File: src/rtl/core/spn16_pkg.sv
// spn16_pkg: S-box tables, bit transpose, round key selection and per-cell
// control for the 16-bit SPN cipher core. No dependencies.
`timescale 1ns / 1ps

package spn16_pkg;

    localparam int unsigned NUM_CELLS = 4;

    localparam logic MODE_ENC = 1'b0;
    localparam logic MODE_DEC = 1'b1;

    localparam logic [3:0] SBOX_FWD [16] = '{
        4'd14, 4'd4,  4'd13, 4'd1,  4'd2,  4'd15, 4'd11, 4'd8,
        4'd3,  4'd10, 4'd6,  4'd12, 4'd5,  4'd9,  4'd0,  4'd7
    };

    localparam logic [3:0] SBOX_INV [16] = '{
        4'd14, 4'd3,  4'd4,  4'd8,  4'd1,  4'd12, 4'd10, 4'd15,
        4'd7,  4'd13, 4'd9,  4'd6,  4'd11, 4'd2,  4'd0,  4'd5
    };

    // Source bit of each output bit, 1-based, counted from the MSB.
    localparam logic [4:0] PERM_SRC [16] = '{
        5'd1, 5'd5, 5'd9,  5'd13, 5'd2, 5'd6, 5'd10, 5'd14,
        5'd3, 5'd7, 5'd11, 5'd15, 5'd4, 5'd8, 5'd12, 5'd16
    };

    // Work done by one cell: x ^ pre_key, optional transpose, S-box layer,
    // optional transpose, ^ post_key.
    typedef struct packed {
        logic [15:0] pre_key;
        logic [15:0] post_key;
        logic        pre_perm;
        logic        post_perm;
        logic        inv;
    } t_cell_ctl;

    function automatic logic [15:0] sub16(input logic [15:0] x, input logic inv);
        logic [15:0] y;
        y = '0;
        for (int n = 0; n < 4; n++) begin
            if (inv) begin
                y[4*n +: 4] = SBOX_INV[x[4*n +: 4]];
            end else begin
                y[4*n +: 4] = SBOX_FWD[x[4*n +: 4]];
            end
        end
        return y;
    endfunction

    function automatic logic [15:0] transpose(input logic [15:0] x);
        logic [15:0] y;
        logic [4:0]  src;
        y = '0;
        for (int i = 0; i < 16; i++) begin
            src = 5'd16 - PERM_SRC[i];
            y[15 - i] = x[src[3:0]];
        end
        return y;
    endfunction

    // Round key r: 16 bits starting 4r bits below the key MSB.
    function automatic logic [15:0] round_key(input logic [31:0] key, input logic [2:0] r);
        logic [31:0] sh;
        sh = key >> (5'd16 - {r[2:0], 2'b00});
        return sh[15:0];
    endfunction

    function automatic t_cell_ctl cell_ctl(input logic [1:0] stage, input logic mode,
                                           input logic [31:0] key);
        t_cell_ctl c;
        c.inv = mode;
        if (mode == MODE_ENC) begin
            c.pre_key   = round_key(key, {1'b0, stage});
            c.pre_perm  = 1'b0;
            c.post_perm = (stage != 2'd3);
            c.post_key  = (stage == 2'd3) ? round_key(key, 3'd4) : 16'h0000;
        end else if (stage == 2'd0) begin
            c.pre_key   = round_key(key, 3'd4);
            c.pre_perm  = 1'b0;
            c.post_perm = 1'b0;
            c.post_key  = round_key(key, 3'd3);
        end else begin
            c.pre_key   = 16'h0000;
            c.pre_perm  = 1'b1;
            c.post_perm = 1'b0;
            c.post_key  = round_key(key, 3'd3 - {1'b0, stage});
        end
        return c;
    endfunction

endpackage

File: src/rtl/core/spn16_cell.sv
// spn16_cell: one round cell of the SPN pipeline, with its own valid flag.
// Depends on spn16_pkg.
`timescale 1ns / 1ps

module spn16_cell (
    input  logic                  i_clk,
    input  logic                  i_rst_n,
    input  logic                  i_valid,
    output logic                  o_ready,
    input  logic                  i_mode,
    input  logic [15:0]           i_data,
    input  spn16_pkg::t_cell_ctl  i_ctl,
    output logic                  o_valid,
    input  logic                  i_ready,
    output logic                  o_mode,
    output logic [15:0]           o_data
);

    logic        r_vld;
    logic        r_mode;
    logic [15:0] r_data;
    logic [15:0] n_data;
    logic [15:0] s0, s1, s2;

    assign o_ready = !r_vld || i_ready;

    always_comb begin
        s0     = i_data ^ i_ctl.pre_key;
        s1     = i_ctl.pre_perm ? spn16_pkg::transpose(s0) : s0;
        s2     = spn16_pkg::sub16(s1, i_ctl.inv);
        n_data = (i_ctl.post_perm ? spn16_pkg::transpose(s2) : s2) ^ i_ctl.post_key;
    end

    always_ff @(posedge i_clk) begin
        if (!i_rst_n) begin
            r_vld <= 1'b0;
        end else if (o_ready) begin
            r_vld <= i_valid;
        end
    end

    always_ff @(posedge i_clk) begin
        if (o_ready && i_valid) begin
            r_mode <= i_mode;
            r_data <= n_data;
        end
    end

    assign o_valid = r_vld;
    assign o_mode  = r_mode;
    assign o_data  = r_data;

endmodule

File: src/rtl/core/spn_block_cipher_16bit_core.sv
// spn_block_cipher_16bit_core: top level of the 16-bit four-round SPN cipher.
// Depends on spn16_pkg and spn16_cell.
`timescale 1ns / 1ps

// Usage
// - Key port: i_cfg_valid / o_cfg_ready (always ready) with i_cfg_data, the
//   32-bit master key. Write it only while no item is in flight.
// - Input channel: i_valid / o_ready with i_mode (0 encrypt, 1 decrypt) and
//   i_block_in. An item is taken when both are high.
// - Output channel: o_valid / i_ready with o_block_out, one result per item,
//   in input order.
// - Structure: a chain of four round cells; every cell holds one item and
//   hands it to the next cell each cycle that the next is ready. The last
//   cell is the output register.
// - Throughput: one item per cycle while the output is not stalled; each
//   cell does one round.
// - Stall: when i_ready is low the last cell holds its result; upstream
//   cells keep moving until they fill, so up to four items are held.
//   o_ready is a per-cell ready chain back to the input.
// - Reset (i_rst_n low, synchronous): all cells empty, key cleared to zero.
module spn_block_cipher_16bit_core (
    input  logic        i_clk,
    input  logic        i_rst_n,
    input  logic        i_cfg_valid,
    output logic        o_cfg_ready,
    input  logic [31:0] i_cfg_data,
    input  logic        i_valid,
    output logic        o_ready,
    input  logic        i_mode,
    input  logic [15:0] i_block_in,
    output logic        o_valid,
    input  logic        i_ready,
    output logic [15:0] o_block_out
);

    localparam int unsigned N = spn16_pkg::NUM_CELLS;

    logic [31:0] r_key;

    // Chain links: index k is the input side of cell k, index N the output.
    logic        vld  [N+1];
    logic        rdy  [N+1];
    logic        mode [N+1];
    logic [15:0] data [N+1];

    assign o_cfg_ready = 1'b1;

    always_ff @(posedge i_clk) begin
        if (!i_rst_n) begin
            r_key <= 32'h0000_0000;
        end else if (i_cfg_valid) begin
            r_key <= i_cfg_data;
        end
    end

    assign vld[0]  = i_valid;
    assign mode[0] = i_mode;
    assign data[0] = i_block_in;
    assign o_ready = rdy[0];

    for (genvar k = 0; k < N; k++) begin : g_cell
        spn16_pkg::t_cell_ctl ctl;

        // Control follows the mode carried by the item entering this cell.
        assign ctl = spn16_pkg::cell_ctl(2'(k), mode[k], r_key);

        spn16_cell u_cell (
            .i_clk   (i_clk),
            .i_rst_n (i_rst_n),
            .i_valid (vld[k]),
            .o_ready (rdy[k]),
            .i_mode  (mode[k]),
            .i_data  (data[k]),
            .i_ctl   (ctl),
            .o_valid (vld[k+1]),
            .i_ready (rdy[k+1]),
            .o_mode  (mode[k+1]),
            .o_data  (data[k+1])
        );
    end

    assign rdy[N]      = i_ready;
    assign o_valid     = vld[N];
    assign o_block_out = data[N];

endmodule
File: config.mk
export PLATFORM = sky130hd
export DESIGN_NAME = spn_block_cipher_16bit_core
export DESIGN_NICKNAME = d
export VERILOG_FILES = /design/src/rtl/core/spn16_pkg.sv /design/src/rtl/core/spn16_cell.sv /design/src/rtl/core/spn_block_cipher_16bit_core.sv
export SDC_FILE = /design/constraint.sdc
export NUM_CORES = 1
export LEC_CHECK = 0
export BUFFER_PORTS_ARGS = -buffer_cell sky130_fd_sc_hd__buf_2
export CORE_MARGIN = 2
export CORE_UTILIZATION = 32
export CTS_CLUSTER_DIAMETER = 60
export DETAILED_ROUTE_END_ITERATION = 8
export PLACE_DENSITY = 0.55
export SLEW_MARGIN = 30
export SYNTH_ARGS = -nofsm -noshare
export SYNTH_HDL_FRONTEND = slang
export SYNTH_SLANG_ARGS = --single-unit
File: constraint.sdc
create_clock -name i_clk -period 3 [get_ports i_clk]
set_clock_uncertainty 0.05 [all_clocks]
set_input_delay 0.6 -clock i_clk [delete_from_list [all_inputs] [get_ports i_clk]]
set_output_delay 0.6 -clock i_clk [all_outputs]
set_load 0.01 [all_outputs]
==> results.txt <==
----------------------------------------------------
[Layout]
  Area growth, synth to finish ... 15.1%
  Fraction of final layout cells sized beyond drive strength 1 ... about 21%
  Number of standard cells in the final layout excluding fillers ... 1805
  Filler cell count in the final layout ... ~3500
  Ant diodes ... 0
  Total Nets Final ... 1470
  Utilization after layout ... 37.2%

[Global routing]
  Antenna violations before repair ... 0
  Global route overflow ... 0
  Number of global-route vias before repair ... ~8700
  First-pass GRT wire length ... between 40 and 50 mm
  Pin count of the biggest net entering global routing ... 37
  Total global routing track utilization ... around 17%

[Placed design]
  HPWL Detailed ... ~25 mm
  # port buffers ... 71
  Pre-CTS setup slack ... -0.176 ns
  Cell count after placement ... 1789
  Routability Congestion ... approximately 0.9

[Routing]
  Count of antenna-violating nets left after detailed routing ... 0
  Number of design rule violations left after detail routing ... 0
  Count of vias placed by the detailed router ... roughly 9100
  Mean number of vias per cell ... between 5 and 6
  Pre-Repair DR Iteration Count ... 5
  Average wire per standard cell ... ~17 um
  Total routed wirelength ... around 31 mm
  1st-iter DRT viols ... roughly 530

[STA]
  Final critical-path required period ... approximately 2.8 ns
  Final number of setup-violating endpoints ... 0
  Number of max-slew violations in the final report ... 0
  Transition time at the pin with the least slew margin ... 0.781 ns
  Period Utilization, post-route ... 93.7%
  Maximum operating frequency ... around 0.36 GHz
  Sum of negative setup slack ... 0 ns
  Setup repair after global routing missed its margin ... false
  Tightest slew margin relative to the limit ... a little under half
  Final Hold Violating Endpoints ... 0
  PnR worst setup slack ... ~0.19 ns

[Clock tree]
  Number of gates resized after CTS ... 0
  CTS clock-pin slew for the worst setup and hold paths ... 0.07 ns
  Clock tree from TritonCTS ... yes
  Insertion delay to the later sink of the worst-skew pair ... about 0.36 ns
  Number of buffers added by the clock tree synthesis step ... 9
  Total setup buffers inserted after CTS ... 0
  Cts-stage hold buffer count ... 0
  Clock sink count ... a little over 100
  Root buffer selected by CTS ... sky130_fd_sc_hd__clkbuf_16
  CTS max path bufs ... 2
  H-tree levels ... 3

[Yosys]
  Average size of a mapped cell ... a little over 9 um2
  Post-Synthesis Net Count ... 1355
  Number of enable flip-flop cells after synthesis ... 67
  Sequential cell area fraction in the yosys report ... 24.5%
  Top_reg_cell synth ... sky130_fd_sc_hd__edfxtp_1
  Leading cell type by number of instances after synthesis ... sky130_fd_sc_hd__mux2i_1
  Fraction of post-synthesis cell area in the top cell type by area ... roughly 18%
  Number of cells produced by synthesis ... 1230
  Yosys warnings ... 0
  Ys async rst share ... 0%
  Commonest cells post-synth ... sky130_fd_sc_hd__mux2i_1 (139), sky130_fd_sc_hd__xnor2_1 (110), sky130_fd_sc_hd__nand2_1 (85)
  Distinct cell type count after synthesis ... just over 80
  Dominant cell type by area after synthesis ... sky130_fd_sc_hd__edfxtp_1
  Summed instance area of the synthesized netlist ... approximately 0.011 mm2
  Number of storage elements in the synthesis netlist ... roughly 100
  Most area-consuming cells after synthesis ... sky130_fd_sc_hd__edfxtp_1 (18%), sky130_fd_sc_hd__mux2i_1 (12%), sky130_fd_sc_hd__xnor2_1 (8.6%), sky130_fd_sc_hd__ha_1 (8.0%), sky130_fd_sc_hd__dfxtp_1 (6.5%)

[Critical path]
  CP max-delay cell ... sky130_fd_sc_hd__a2111oi_1
  CP startpoint kind ... input port
  Signal arrival time at the worst endpoint ... 2.86 ns
  Critical path class ... in2reg
  Required time at the worst-slack endpoint ... a little over 3 ns
  Max Fanout on Critical Path ... 16
  Max stage delay on crit path ... 0.48 ns
  Crit. End Element ... register
  Crit-path cells ... buf_2 > mux2i_1 > buf_4 > xor2_2 > inv_1 > ha_1 > inv_1 > and3_1 > a2111oi_1 > buf_4 > a21oi_1

[Power]
  Flop pwr share ... a little under a third
  Cell-internal power ... ~3.7 mW
  Sw frac ... a little under two fifths
  Power share of the combinational group ... about 50%
  Leakage power total ... about 5.4 nW
  Power share of the clock group ... around a fifth
  Power spent charging and discharging nets ... between 2 and 2.5 mW
  Maximum vdd ir drop ... 0.284 mV
  PwrDens ... approximately 460 mW/mm2

[Die]
  Core Footprint ... 0.0345 mm2
  Site Rows ... 68
  Die Span X ... about 190 um
  Number of top-level pins ... 73
  Starting density of the core ... between 30% and 40%
  Total Die Area ... between 0.03 and 0.04 mm2
  Vert. Die Dim ... ~190 um

[Worst hold path]
  Class of the worst hold path ... in2reg

[Job]
  Count of maximum capacitance violations ... 0

[Run status]
  Result of the run ... complete, no violations

----------------------------------------------------
==> layout by cell type (no fill, tap or decap), types with 9 or more instances in the layout <==
master,n
sky130_fd_sc_hd__mux2i_1,139
sky130_fd_sc_hd__buf_4,131
sky130_fd_sc_hd__xnor2_1,108
sky130_fd_sc_hd__nand2_1,85
sky130_fd_sc_hd__a21oi_1,73
sky130_fd_sc_hd__ha_1,71
sky130_fd_sc_hd__buf_2,71
sky130_fd_sc_hd__edfxtp_1,67
sky130_fd_sc_hd__inv_1,55
sky130_fd_sc_hd__xor2_1,51
sky130_fd_sc_hd__nor2_1,50
sky130_fd_sc_hd__nor2b_1,45
sky130_fd_sc_hd__o21ai_0,41
sky130_fd_sc_hd__dfxtp_1,36
sky130_fd_sc_hd__nor3_1,22
sky130_fd_sc_hd__o211ai_1,19
sky130_fd_sc_hd__nand3_1,19
sky130_fd_sc_hd__a211oi_1,17
sky130_fd_sc_hd__o21a_1,14
sky130_fd_sc_hd__o21ai_1,14
sky130_fd_sc_hd__mux2_2,12
sky130_fd_sc_hd__nand2b_1,11
sky130_fd_sc_hd__and2_1,10
sky130_fd_sc_hd__clkbuf_16,10
sky130_fd_sc_hd__xnor2_2,9
sky130_fd_sc_hd__a31oi_1,9
sky130_fd_sc_hd__o22ai_1,9
==> power by group through the flow <==
stage / Combinational, mW / Clock, mW / Sequential, mW
6_report: 2.92 / 1.17 / 1.86
5_1_grt: 3.26 / 1.24 / 1.87
4_1_cts: 2.92 / 1.19 / 1.86
3_5_place_dp: 2.91 / 0 / 1.89
3_3_place_gp: 2.88 / 0 / 1.89
2_1_floorplan: 2.18 / 0 / 1.79
==> layout make-up <==
type | instances | area [um2] | area share [%]
sequential | 103 | 2730 | 21.3
inverter | 62 | 233 | 1.82
timing repair buffer | 204 | 1380 | 10.8
clock buffer | 13 | 262 | 2.04
clock inverter | 3 | 23.8 | 0.185
tap | 455 | 569 | 4.44
multi-input combinational | 965 | 7620 | 59.5
==> path summary, 6_finish.rpt <==
kind,start,end,slack (ns),cells past startpoint
max,i_mode,g_cell[0].u_cell.o_data[9],0.19,11
min,i_cfg_data[1],r_key[1],0.45,3
max reg2reg,r_key[9],g_cell[3].u_cell.o_data[7],0.24,7
min reg2reg,g_cell[1].u_cell.o_valid,g_cell[2].u_cell.o_valid,0.47,2
==> logic make-up after synthesis <==
logic type      Yosys count  share of synthesized area [%]
flops                   103                           24.5
simple gates            285                           12.8
fa+ha+maj                71                           7.97
other cells               1                         0.0337
compound gates          262                           15.5
buf+inv                 162                           7.21
mux                     167                           16.2
xor+xnor                179                           15.8
==> per-layer routing <==
metal  up-vias  part of all wire (%)  GRT usage, %
li1       4566                     -             -
met1      4312                    48          24.5
met2       172                    46          28.6
met4         0                   1.8          3.85
met3        22                   3.7          2.08
met5         -                     0             0
==> worst max-delay path: cells and delay by family <==
| family | cells | cell delay (ns) |
|---|---|---|
| buf+inv | 5 | 0.88 |
| compound gates | 2 | 0.52 |
| fa+ha+maj | 1 | 0.30 |
| mux | 1 | 0.27 |
| xor+xnor | 1 | 0.14 |
| simple gates | 1 | 0.14 |
==> through the flow <==
| stage | cell area, um2 | total power [mW] | hold slack, ns |
|---|---|---|---|
| global route | 12800 | 6.37 | 0.447 |
| CTS | 12800 | 5.98 | 0.442 |
| floorplan | 11100 | 3.97 | 0.406 |
| finish | 12800 | 5.95 | 0.453 |
| detailed placement | 12500 | 4.80 | 0.457 |
| global placement | 12500 | 4.77 | 0.447 |
==> state kept, by name, summed over array words and instances, names as in the netlist <==
signal	flops
g_cell.u_cell.o_mode	3
r_key	32
g_cell.u_cell.o_valid	4
g_cell.u_cell.o_data	64
No activity file was read; power rests on OpenSTA's default activity.
